[config.mk]
export PLATFORM = sky130hd
export DESIGN_NAME = ngram_to_index
export DESIGN_NICKNAME = d
export VERILOG_FILES = /design/src/rtl/ngi_pkg.sv /design/src/rtl/ngram_to_index.sv
export SDC_FILE = /design/constraint.sdc
export NUM_CORES = 2
export LEC_CHECK = 0
export ABC_AREA = 0
export BUFFER_PORTS_ARGS = -buffer_cell sky130_fd_sc_hd__clkbuf_2
export CAP_MARGIN = 20
export CORE_AREA = 2 2 390 392
export CTS_CLUSTER_DIAMETER = 50
export CTS_CLUSTER_SIZE = 28
export DETAILED_ROUTE_END_ITERATION = 8
export DIE_AREA = 0 0 392 394
export HOLD_SLACK_MARGIN = 0.03
export PLACE_DENSITY = 0.54
export SLEW_MARGIN = 20
export SYNTH_ARGS = -nofsm -noshare
export SYNTH_HDL_FRONTEND = slang
export SYNTH_SLANG_ARGS = --single-unit
[constraint.sdc]
create_clock -name clk -period 8.9 [get_ports clk]
set_clock_uncertainty 0.15 [all_clocks]
set_input_delay 1.78 -clock clk [delete_from_list [all_inputs] [get_ports clk]]
set_output_delay 1.78 -clock clk [all_outputs]
set_load 0.02 [all_outputs]
[src/rtl/ngi_pkg.sv]
`timescale 1ns / 1ps
// ----------------------------------------------------------------------------
// ngi_pkg
// Shared types and constants of the n-gram index builder: field widths,
// parameter defaults, item action codes and configuration register indexes.
// ----------------------------------------------------------------------------
package ngi_pkg;

    // Default sizes of the alphabet store and of the longest n-gram.
    localparam int ALPHABET_MAX_DEF = 128;
    localparam int NGRAM_MAX_DEF    = 6;

    // Field widths of input items, result items and registers.
    localparam int SLOT_W       = 7;
    localparam int SYMBOL_W     = 8;
    localparam int POS_W        = 42;
    localparam int RADIX_W      = 8;
    localparam int NGRAM_LEN_W  = 3;
    localparam int CFG_IDX_W    = 1;
    localparam int CFG_DATA_W   = 8;
    localparam int IN_TDATA_W   = 16;
    localparam int OUT_TDATA_W  = 48;

    // Register values after reset.
    localparam logic [RADIX_W-1:0]     ALPHABET_SIZE_RST = 8'd128;
    localparam logic [NGRAM_LEN_W-1:0] NGRAM_LEN_RST     = 3'd3;

    // What an input item does.
    typedef enum logic {
        ACT_LOAD = 1'b0,
        ACT_CHAR = 1'b1
    } action_t;

    // Configuration register indexes.
    typedef enum logic [CFG_IDX_W-1:0] {
        REG_ALPHABET_SIZE = 1'b0,
        REG_NGRAM_LEN     = 1'b1
    } cfg_reg_t;

endpackage

[src/rtl/ngram_to_index.sv]
`timescale 1ns / 1ps
// ----------------------------------------------------------------------------
// ngram_to_index
// Builds the mixed-radix table index of an n-gram from a stream of load and
// character items, with a parallel alphabet compare and one multiply-add.
// ----------------------------------------------------------------------------
// Throughput: one item per cycle, loads and characters alike, unless a completed
// n-gram waits on the result side. A result passes the digit register, then the
// result register, after the edge that accepts the last character of its n-gram.
// The alphabet compare sits in the first stage, the multiply-add in the second.
// Reset clears all control state and the n-gram state and returns the
// configuration registers to their defaults; the alphabet store is not cleared.
module ngram_to_index #(
    parameter int ALPHABET_MAX = ngi_pkg::ALPHABET_MAX_DEF,
    parameter int NGRAM_MAX    = ngi_pkg::NGRAM_MAX_DEF
) (
    input  logic                              clk,
    input  logic                              rst_n,
    // Configuration write channel.
    input  logic                              cfg_valid,
    output logic                              cfg_ready,
    input  logic [ngi_pkg::CFG_IDX_W-1:0]     cfg_index,
    input  logic [ngi_pkg::CFG_DATA_W-1:0]    cfg_data,
    // Input items.
    input  logic                              s_axis_tvalid,
    output logic                              s_axis_tready,
    // Fields from bit 0: slot [6:0], symbol [14:7], zero fill [15].
    input  logic [ngi_pkg::IN_TDATA_W-1:0]    s_axis_tdata,
    // Fields from bit 0: action [0].
    input  logic                              s_axis_tuser,
    // Result items.
    output logic                              m_axis_tvalid,
    input  logic                              m_axis_tready,
    // Fields from bit 0: position [41:0], zero fill [47:42].
    output logic [ngi_pkg::OUT_TDATA_W-1:0]   m_axis_tdata,
    // Fields from bit 0: found [0].
    output logic                              m_axis_tuser
);

    localparam int POS_W   = ngi_pkg::POS_W;
    localparam int RADIX_W = ngi_pkg::RADIX_W;
    localparam int SLOT_W  = ngi_pkg::SLOT_W;
    localparam int SYM_W   = ngi_pkg::SYMBOL_W;
    localparam int DIG_W   = $clog2(ALPHABET_MAX);
    localparam int CNT_W   = $clog2(NGRAM_MAX + 1);
    localparam int LEN_W   = (CNT_W > ngi_pkg::NGRAM_LEN_W) ? CNT_W : ngi_pkg::NGRAM_LEN_W;

    // Configuration registers.
    logic [RADIX_W-1:0]               alphabet_size_reg;
    logic [ngi_pkg::NGRAM_LEN_W-1:0]  ngram_len_reg;

    // Alphabet store, one compare lane per entry.
    logic [SYM_W-1:0]                 store_reg [ALPHABET_MAX];

    // Stage 1: input register.
    logic                             s1_valid_reg;
    ngi_pkg::action_t                 s1_action_reg;
    logic [SLOT_W-1:0]                s1_slot_reg;
    logic [SYM_W-1:0]                 s1_symbol_reg;

    // Stage 2: digit register.
    logic                             s2_valid_reg;
    logic [DIG_W-1:0]                 s2_digit_reg;
    logic                             s2_found_reg;

    // N-gram state.
    logic [POS_W-1:0]                 acc_reg;
    logic [POS_W-1:0]                 acc_next;
    logic [CNT_W-1:0]                 cnt_reg;
    logic [CNT_W-1:0]                 cnt_next;
    logic                             matched_reg;
    logic                             matched_next;

    // Result register.
    logic                             out_valid_reg;
    logic [POS_W-1:0]                 out_pos_reg;
    logic                             out_found_reg;

    // Handshake and datapath signals.
    logic                             in_accept;
    logic                             out_free;
    logic                             s1_adv;
    logic                             s2_take;
    logic                             s2_go;
    logic                             completes;
    logic                             load_go;
    logic [ALPHABET_MAX-1:0]          hit;
    logic [ALPHABET_MAX-1:0]          hit_low;
    logic [DIG_W-1:0]                 digit;
    logic                             found;
    logic [POS_W+RADIX_W-1:0]         prod;
    logic [CNT_W-1:0]                 cnt_inc;
    logic [LEN_W-1:0]                 len_ext;
    logic [LEN_W-1:0]                 eff_len;

    // Configuration port accepts a write in every cycle.
    assign cfg_ready = 1'b1;

    always_ff @(posedge clk or negedge rst_n)
    begin
        if (!rst_n)
        begin
            alphabet_size_reg <= ngi_pkg::ALPHABET_SIZE_RST;
            ngram_len_reg     <= ngi_pkg::NGRAM_LEN_RST;
        end
        else if (cfg_valid)
        begin
            unique case (ngi_pkg::cfg_reg_t'(cfg_index))
                ngi_pkg::REG_ALPHABET_SIZE: alphabet_size_reg <= cfg_data[RADIX_W-1:0];
                ngi_pkg::REG_NGRAM_LEN:     ngram_len_reg <= cfg_data[ngi_pkg::NGRAM_LEN_W-1:0];
                default:                    ;
            endcase
        end
    end

    // Flow control: each stage moves when the stage after it has room.
    assign out_free      = !out_valid_reg || m_axis_tready;
    assign s2_go         = s2_valid_reg && (!completes || out_free);
    assign s2_take       = !s2_valid_reg || s2_go;
    assign s1_adv        = s1_valid_reg && ((s1_action_reg == ngi_pkg::ACT_LOAD) || s2_take);
    assign s_axis_tready = !s1_valid_reg || s1_adv;
    assign in_accept     = s_axis_tvalid && s_axis_tready;
    assign load_go       = s1_adv && (s1_action_reg == ngi_pkg::ACT_LOAD);

    // Input register.
    always_ff @(posedge clk or negedge rst_n)
    begin
        if (!rst_n)
        begin
            s1_valid_reg <= 1'b0;
        end
        else if (s_axis_tready)
        begin
            s1_valid_reg <= s_axis_tvalid;
        end
    end

    always_ff @(posedge clk)
    begin
        if (in_accept)
        begin
            s1_action_reg <= ngi_pkg::action_t'(s_axis_tuser);
            s1_slot_reg   <= s_axis_tdata[SLOT_W-1:0];
            s1_symbol_reg <= s_axis_tdata[SLOT_W+SYM_W-1:SLOT_W];
        end
    end

    // Load items write one entry; slots beyond the store are dropped.
    always_ff @(posedge clk)
    begin
        for (int i = 0; i < ALPHABET_MAX; i++)
        begin
            if (load_go && (int'(s1_slot_reg) == i))
            begin
                store_reg[i] <= s1_symbol_reg;
            end
        end
    end

    // Parallel compare against the active part of the alphabet.
    always_comb
    begin
        for (int i = 0; i < ALPHABET_MAX; i++)
        begin
            hit[i] = (store_reg[i] == s1_symbol_reg) && (i < int'(alphabet_size_reg))
                     && (s1_symbol_reg != '0);
        end
    end

    // The lowest matching slot is the digit; no match gives digit zero.
    assign hit_low = hit & (~hit + ALPHABET_MAX'(1));
    assign found   = |hit;

    always_comb
    begin
        digit = '0;
        for (int i = 0; i < ALPHABET_MAX; i++)
        begin
            if (hit_low[i])
            begin
                digit = digit | DIG_W'(i);
            end
        end
    end

    // Digit register.
    always_ff @(posedge clk or negedge rst_n)
    begin
        if (!rst_n)
        begin
            s2_valid_reg <= 1'b0;
        end
        else if (s2_take)
        begin
            s2_valid_reg <= s1_valid_reg && (s1_action_reg == ngi_pkg::ACT_CHAR);
        end
    end

    always_ff @(posedge clk)
    begin
        if (s2_take && s1_adv)
        begin
            s2_digit_reg <= digit;
            s2_found_reg <= found;
        end
    end

    // Effective n-gram length: zero acts as one, clamped to the maximum.
    assign len_ext = LEN_W'(ngram_len_reg);

    always_comb
    begin
        priority if (len_ext == '0)
        begin
            eff_len = LEN_W'(1);
        end
        else if (len_ext > LEN_W'(NGRAM_MAX))
        begin
            eff_len = LEN_W'(NGRAM_MAX);
        end
        else
        begin
            eff_len = len_ext;
        end
    end

    // Multiply-add of the accumulator, wrapping at the position width.
    assign prod      = acc_reg * alphabet_size_reg;
    assign cnt_inc   = cnt_reg + CNT_W'(1);
    assign completes = LEN_W'(cnt_inc) >= eff_len;

    always_comb
    begin
        acc_next     = prod[POS_W-1:0] + POS_W'(s2_digit_reg);
        cnt_next     = cnt_inc;
        matched_next = matched_reg && s2_found_reg;
    end

    always_ff @(posedge clk or negedge rst_n)
    begin
        if (!rst_n)
        begin
            acc_reg     <= '0;
            cnt_reg     <= '0;
            matched_reg <= 1'b1;
        end
        else if (s2_go)
        begin
            if (completes)
            begin
                acc_reg     <= '0;
                cnt_reg     <= '0;
                matched_reg <= 1'b1;
            end
            else
            begin
                acc_reg     <= acc_next;
                cnt_reg     <= cnt_next;
                matched_reg <= matched_next;
            end
        end
    end

    // Result register; the position reads zero when a character was missing.
    always_ff @(posedge clk or negedge rst_n)
    begin
        if (!rst_n)
        begin
            out_valid_reg <= 1'b0;
        end
        else if (out_free)
        begin
            out_valid_reg <= s2_go && completes;
        end
    end

    always_ff @(posedge clk)
    begin
        if (out_free && s2_go && completes)
        begin
            out_pos_reg   <= matched_next ? acc_next : '0;
            out_found_reg <= matched_next;
        end
    end

    assign m_axis_tvalid = out_valid_reg;
    assign m_axis_tdata  = ngi_pkg::OUT_TDATA_W'(out_pos_reg);
    assign m_axis_tuser  = out_found_reg;

    // A completed n-gram leaves the n-gram state cleared.
    assert property (@(posedge clk) disable iff (!rst_n)
        (s2_go && completes) |=> (acc_reg == '0 && cnt_reg == '0 && matched_reg))
    else $error("n-gram state not cleared after a result");

    // A result without all characters found carries position zero.
    assert property (@(posedge clk) disable iff (!rst_n)
        (out_valid_reg && !out_found_reg) |-> (out_pos_reg == '0))
    else $error("position not zero for a missing character");

    // The character count never reaches the longest n-gram.
    assert property (@(posedge clk) disable iff (!rst_n)
        int'(cnt_reg) < NGRAM_MAX)
    else $error("character count out of range");

    // The input only stalls behind a character blocked in the digit stage.
    assert property (@(posedge clk) disable iff (!rst_n)
        (s1_valid_reg && !s1_adv) |-> (s2_valid_reg && completes && out_valid_reg
                                       && !m_axis_tready))
    else $error("input stalled without a blocked result");

endmodule

After elaboration in Yosys (flattened, before gate mapping)
Memories as Yosys holds them, arrays and structs flattened.
Index checks and enable logic that the tools add are counted.
{ "word_totals": {"regBits": 127, "mem_bits_rw": 1024, "input_bits": 31, "out_inout_bits": 52, "wordCells": 1728, "n_memories": 1} }
{ "memory_table": {"columns": ["name", "depth", "width", "read_ports", "rd_clocked_by_memory_dff", "wr", "line", "rtl"], "rows": [
  ["store_reg", 128, 8, 128, 0, 1, "ngram_to_index.sv:53", "logic [SYM_W-1:0] store_reg [ALPHABET_MAX];"]
]} }
{ "op_classes": {"addsub": 3, "mul": 1, "order_cmp": 130, "eq_ne": 257, "muxes": 770, "n_bitwise": 3, "reduce_logical": 542} }
{ "op_table": {"columns": ["operator", "count"], "rows": [
  ["8-bit 2-to-1 mux", 129],
  ["8-bit equality test", 128],
  ["8-bit OR reduction", 128],
  ["7-bit 2-to-1 mux", 127],
  ["7-bit by 8-bit < comparator with 1-bit output, first input constant", 64],
  ["7-bit equality test, second input constant", 64],
  ["1-bit logical AND", 394],
  ["1-bit 2-to-1 mux", 391],
  ["6-bit by 8-bit < comparator with 1-bit output, first input constant", 32],
  ["7-bit by 6-bit equality test with 1-bit output, second input constant", 32],
  ["6-bit 2-to-1 mux", 32],
  ["5-bit 2-to-1 mux", 32],
  ["128-bit by 1-bit adder with 128-bit output, second input constant", 1],
  ["128-bit bitwise AND", 1],
  ["5-bit by 8-bit < comparator with 1-bit output, first input constant", 16],
  ["128-bit inverter", 1],
  ["128-bit OR reduction", 1],
  ["7-bit by 5-bit equality test with 1-bit output, second input constant", 16],
  ["4-bit 2-to-1 mux", 24],
  ["42-bit 2-to-1 mux", 2],
  ["3-bit 2-to-1 mux", 23],
  ["4-bit by 8-bit < comparator with 1-bit output, first input constant", 8],
  ["64-bit OR reduction", 1],
  ["7-bit by 4-bit equality test with 1-bit output, second input constant", 8],
  ["other kinds (25)", 51]
]} }

Logic depth before layout (Yosys ltp)
{ "depth": {"ltp_word": 143, "ltp_mapped": 26} }

Least setup slack after synthesis
No wires, ideal clock.
{ "synth_path": {"path_kind": "reg2reg", "startpoint": "register alphabet_size_reg[7]", "endpoint": "register out_pos_reg[41] (data pin)", "setup_ns": 0.262, "t_arrival_ns": 6.153, "t_required_ns": 8.488, "setup_slack_ns": 2.336, "path_stages_with_launch": 23, "path_buffers": 4, "cell_sequence": "dfstp_2 > buf_2 > buf_2 > clkbuf_1 > clkbuf_1 > nand2_1 > fa_1 > inv_1 > fa_1 > fa_1 > fa_1 > ha_1 > a21o_1 > a21o_1 > a2111oi_0 > o21ai_0 > a32oi_1 > o31ai_1 > a21oi_1 > o21ai_0 > o41a_1 > xnor2_1 > nor2_1"} }
{ "synth_via": {"elab_chain_cells": 2} }
{ "synth_lines": {"columns": ["item", "line", "rtl"], "rows": [
  ["start: declaration", "ngram_to_index.sv:49", "logic [RADIX_W-1:0] alphabet_size_reg;"],
  ["start signal: assignment", "ngram_to_index.sv:103", "alphabet_size_reg <= ngi_pkg::ALPHABET_SIZE_RST;"],
  ["start signal: assignment", "ngram_to_index.sv:109", "ngi_pkg::REG_ALPHABET_SIZE: alphabet_size_reg <= cfg_data[RADIX_W-1:0];"],
  ["42-bit by 8-bit multiplier with 42-bit output", "ngram_to_index.sv:228", "assign prod = acc_reg * alphabet_size_reg;"],
  ["42-bit by 7-bit adder with 42-bit output", "ngram_to_index.sv:234", "acc_next = prod[POS_W-1:0] + POS_W'(s2_digit_reg);"],
  ["end signal: assignment", "ngram_to_index.sv:281", "out_pos_reg <= matched_next ? acc_next : '0;"],
  ["end: declaration", "ngram_to_index.sv:76", "logic [POS_W-1:0] out_pos_reg;"]
]} }
Every way passes these cells.
A chain may end at the register's enable or synchronous reset.

Worst setup path after layout
Ends and elaborated chain as after synthesis.

==> impl_metrics.py <==
metrics = {
    "hold_path": {
        "min_path_type": "flop to flop",
    },
    "sta": {
        "fin_crit_sh": 0.832,
        "finalMaxSlewViolations": 0,
        "rsz0062_at_grt": "false",
        "fmax_mhz": 135,
        "worst_pin_slew_ps": 1110,
        "finalHoldViolCount": 0,
        "max_slew_margin": 0.253,
        "setup_viol": 0,
        "fin_crit_ps": 7400,
        "fin_ws_ps": 1500,
        "fin_setup_tns_ps": 0,
    },
    "logic_synthesis": {
        "synth_compound_area_frac": 0.0484,
        "synthAdderAreaFrac": 0.0889,
        "yosys.area_share.xor_xnor": 0.150,
        "synth_edf_count": 1091,
        "seq_area_frac_synth": 0.547,
        "syn_area_um2": 62600,
        "synth_top_area_share": 0.523,
        "synth_cells": 4824,
        "syn_area_per_cell_um2": 13.0,
        "synth_common_cells": "edfxtp_1 (1,091), xor2_1 (683), xnor2_1 (390)",
        "synth_top_family_by_area": "XOR/XNOR gates",
        "yosys_warnings": 0,
        "synth_top_flop_cell": "edfxtp_1",
        "yosysMostFrequentCell": "edfxtp_1",
        "synth-simple-area-share": 0.118,
        "ys_ff_latch": 1151,
        "async_reset_ff_frac": 0.0521,
        "yosys-top-cells-area": "edfxtp_1 (52%), xor2_1 (9.6%), fa_1 (7.1%)",
        "synthMuxAreaShare": 0.00198,
        "synth_largest_area_cell": "edfxtp_1",
        "yosysUniqueCellTypes": 107,
    },
    "power": {
        "power_frac_comb": 0.399,
        "p_seq_frac": 0.333,
        "vdd_drop_max_mv": 0.259,
        "clock_power_share": 0.268,
        "switching_power_mw": 7.44,
        "swShare": 0.379,
        "total_leakage_power_nw": 24.9,
        "power.density_nw_per_um2": 284,
        "cellInternalPower_mw": 12.2,
    },
    "global_routing": {
        "grt_max_degree": 116,
        "grt_pass1_vias": 37300,
        "grt_overflow_total": 0,
        "grtUsageTotal": 0.219,
        "grt_pass1_wl_um": 252000,
        "antenna_found_initial": 6,
    },
    "setup_path": {
        "worst_path_most_repeated_cell": "fa_1",
        "cp-end-kind": "flop",
        "startpoint": "alphabet_size_reg[7]$_DFFE_PN1P_",
        "cp_slowest_stage_delay_ps": 1130,
        "r2r-end": "out_pos_reg[41]$_SDFFCE_PN0P_",
        "cp-endpoint": "out_pos_reg[41]$_SDFFCE_PN0P_",
        "worstSetupPathType": "flop to flop",
        "start_kind": "flop",
        "required_ps": 9240,
        "path_cells": "nand2_1 -> fa_1 -> inv_1 -> fa_1 -> fa_1 -> fa_1 -> ha_1 -> a21o_1 -> a21o_1 -> a2111oi_0 -> o21ai_0 -> a32oi_1 -> o31ai_1 -> a21oi_1 -> o21ai_0 -> o41a_1 -> xnor2_1 -> nor2_1",
        "cp_max_fo": 37,
        "rr_startpoint": "alphabet_size_reg[7]$_DFFE_PN1P_",
        "rrSetupSlack_ps": 1500,
        "cpMaxStageDelayCell": "dfstp_2",
        "r2r_cells": 18,
        "crit_arrival_ps": 7740,
    },
    "clock_network": {
        "h-tree-depth": 3,
        "cts.clk_slew.worst_paths_ps": 60,
        "clock-root-buffer": "clkbuf_16",
        "cts_tree": "built",
        "clock_path_buffers": 3,
        "numCtsBuffers": 118,
        "clkLatencyLatePin_ps": 800,
        "hold_buffers": 0,
        "clkSinkCount": 1151,
        "cts_resized": 0,
        "post-cts-setup-buffer-count": 0,
    },
    "job": {
        "maxCapViolCount": 0,
    },
    "floorplanning": {
        "io_pins": 83,
        "die_w_um": 392,
        "core-area_um2": 151000,
        "rows": 143,
        "die_area_um2": 154000,
        "floorplan.initialDensity": 0.416,
        "die_height_um": 394,
    },
    "outcome": {
        "status": "finished, final reports clean",
    },
    "final_layout": {
        "drive_gt1_frac": 0.0913,
        "nNetsFinal": 5210,
        "area_growth_pct": 10.1,
        "largest_reg_flops": 1024,
    },
    "route": {
        "antenna_left": 0,
        "firstDrtPassIters": 5,
        "routed_wl_um": 168000,
        "avgRoutedWirePerCell_um": 24.0,
        "avgViaCountPerCell": 5.32,
        "drt_iter0_drc": 2720,
        "drc": 0,
        "via_count": 37300,
    },
    "place": {
        "finalWeightedCongestion": 0.944,
        "dp_hpwl_um": 112000,
        "place.port_buffers": 74,
        "pre_cts_ws_ps": 1500,
    },
}
==> cells in the final DEF (no fill, tap or decap), types with 10 or more instances in the layout <==
master,count
dfrtp_1,49
bufinv_16,11
clkinv_8,15
or4_1,13
a31oi_1,16
and2_1,231
edfxtp_1,1091
nor2b_1,16
nand2_1,246
mux2_2,11
nor4_1,193
nand3_1,74
a22o_1,38
inv_1,283
nor3b_1,16
o31ai_1,14
nand2b_1,18
xnor2_1,390
ha_1,89
nor2_1,217
a21o_1,31
buf_12,14
nand4_1,149
clkinv_4,10
inv_6,26
fa_1,222
o211ai_1,67
nand4b_1,11
clkbuf_1,13
clkbuf_2,73
a211oi_1,34
and3_1,23
xor2_1,683
clkbuf_16,118
nor3_1,49
o21ai_0,50
buf_4,75
nand3b_1,11
a21oi_1,56
==> metrics by stage <==
step | std cells | power [mW] | utilization | instance area (µm²) | hold WS [ps]
2_1_floorplan | 4829 | 12.4 | - | 62600 | 300
3_3_place_gp | 6778 | 14.5 | 0.429 | 64700 | 318
3_5_place_dp | 6778 | 14.5 | 0.429 | 64700 | 323
4_1_cts | 7003 | 19.8 | 0.457 | 68900 | 336
5_1_grt | 7003 | 21.0 | 0.457 | 68900 | 359
6_report | 7007 | 19.6 | 0.458 | 68900 | 332
==> worst min-delay path by stage <==
| stage | to | slack, ps | depth (start not counted) | startpoint |
|---|---|---|---|---|
| 5_1_grt | acc_reg[41]$_DFFE_PN0P_ | 360 | 2 | acc_reg[41]$_DFFE_PN0P_ |
| 6_report | acc_reg[41]$_DFFE_PN0P_ | 330 | 2 | acc_reg[41]$_DFFE_PN0P_ |
| 3_3_place_gp | acc_reg[41]$_DFFE_PN0P_ | 320 | 2 | acc_reg[41]$_DFFE_PN0P_ |
| 4_1_cts | acc_reg[41]$_DFFE_PN0P_ | 340 | 2 | acc_reg[41]$_DFFE_PN0P_ |
| 3_5_place_dp | acc_reg[41]$_DFFE_PN0P_ | 320 | 2 | acc_reg[41]$_DFFE_PN0P_ |
| 2_1_floorplan | acc_reg[41]$_DFFE_PN0P_ | 300 | 2 | acc_reg[41]$_DFFE_PN0P_ |
==> power by group through the flow <==
| stage | sequential [mW] | clock (mW) | combinational, mW |
|---|---|---|---|
| global placement | 6.66 | 0 | 7.81 |
| finish | 6.53 | 5.25 | 7.83 |
| floorplan | 6.54 | 0 | 5.88 |
| detailed placement | 6.65 | 0 | 7.85 |
| global route | 6.57 | 5.57 | 8.87 |
| CTS | 6.54 | 5.36 | 7.92 |
==> per-layer routing <==
metal  routed length, µm  part of all wire  global-route usage  vias to the layer above
li1                    -                 -                   -                    17200
met1               75100              0.45               0.303                    19000
met2               80800              0.48               0.358                      900
met3                7460             0.044              0.0306                      221
met4                5010             0.030              0.0644                        0
met5                   0                 0                   0                        -
==> cell families (layout without fill, tap and decap cells) <==
family | after synthesis | after routing
and+or+nand+nor | 1341 | 1341
DFF | 1151 | 1151
xor gates and xnor gates | 1073 | 1073
buffers and inverters | 527 | 671
AOI/OAI and AO/OA | 407 | 407
adders and majority gates | 312 | 312
muxes | 11 | 11
other | 2 | 11
==> worst max-delay path, delay by kind of cell, from the launching register on <==
kind,cells,cell delay [ps]
flops,1,1130
simple gates,2,240
buf+inv,1,50
xor+xnor,1,220
compound gates,9,2830
fa+ha+maj,5,2500
==> layout make-up <==
class / count / area [µm²]
Fill cell: 13700 / 81700
Sequential cell: 1151 / 34300
Multi-Input combinational cell: 3151 / 25600
Clock buffer: 131 / 3000
Tap cell: 2030 / 2540
Clock inverter: 94 / 1220
Timing Repair Buffer: 162 / 1210
Inverter: 284 / 1070
Antenna cell: 4 / 10.0
Note: power is estimated with default switching activity, not from simulation.
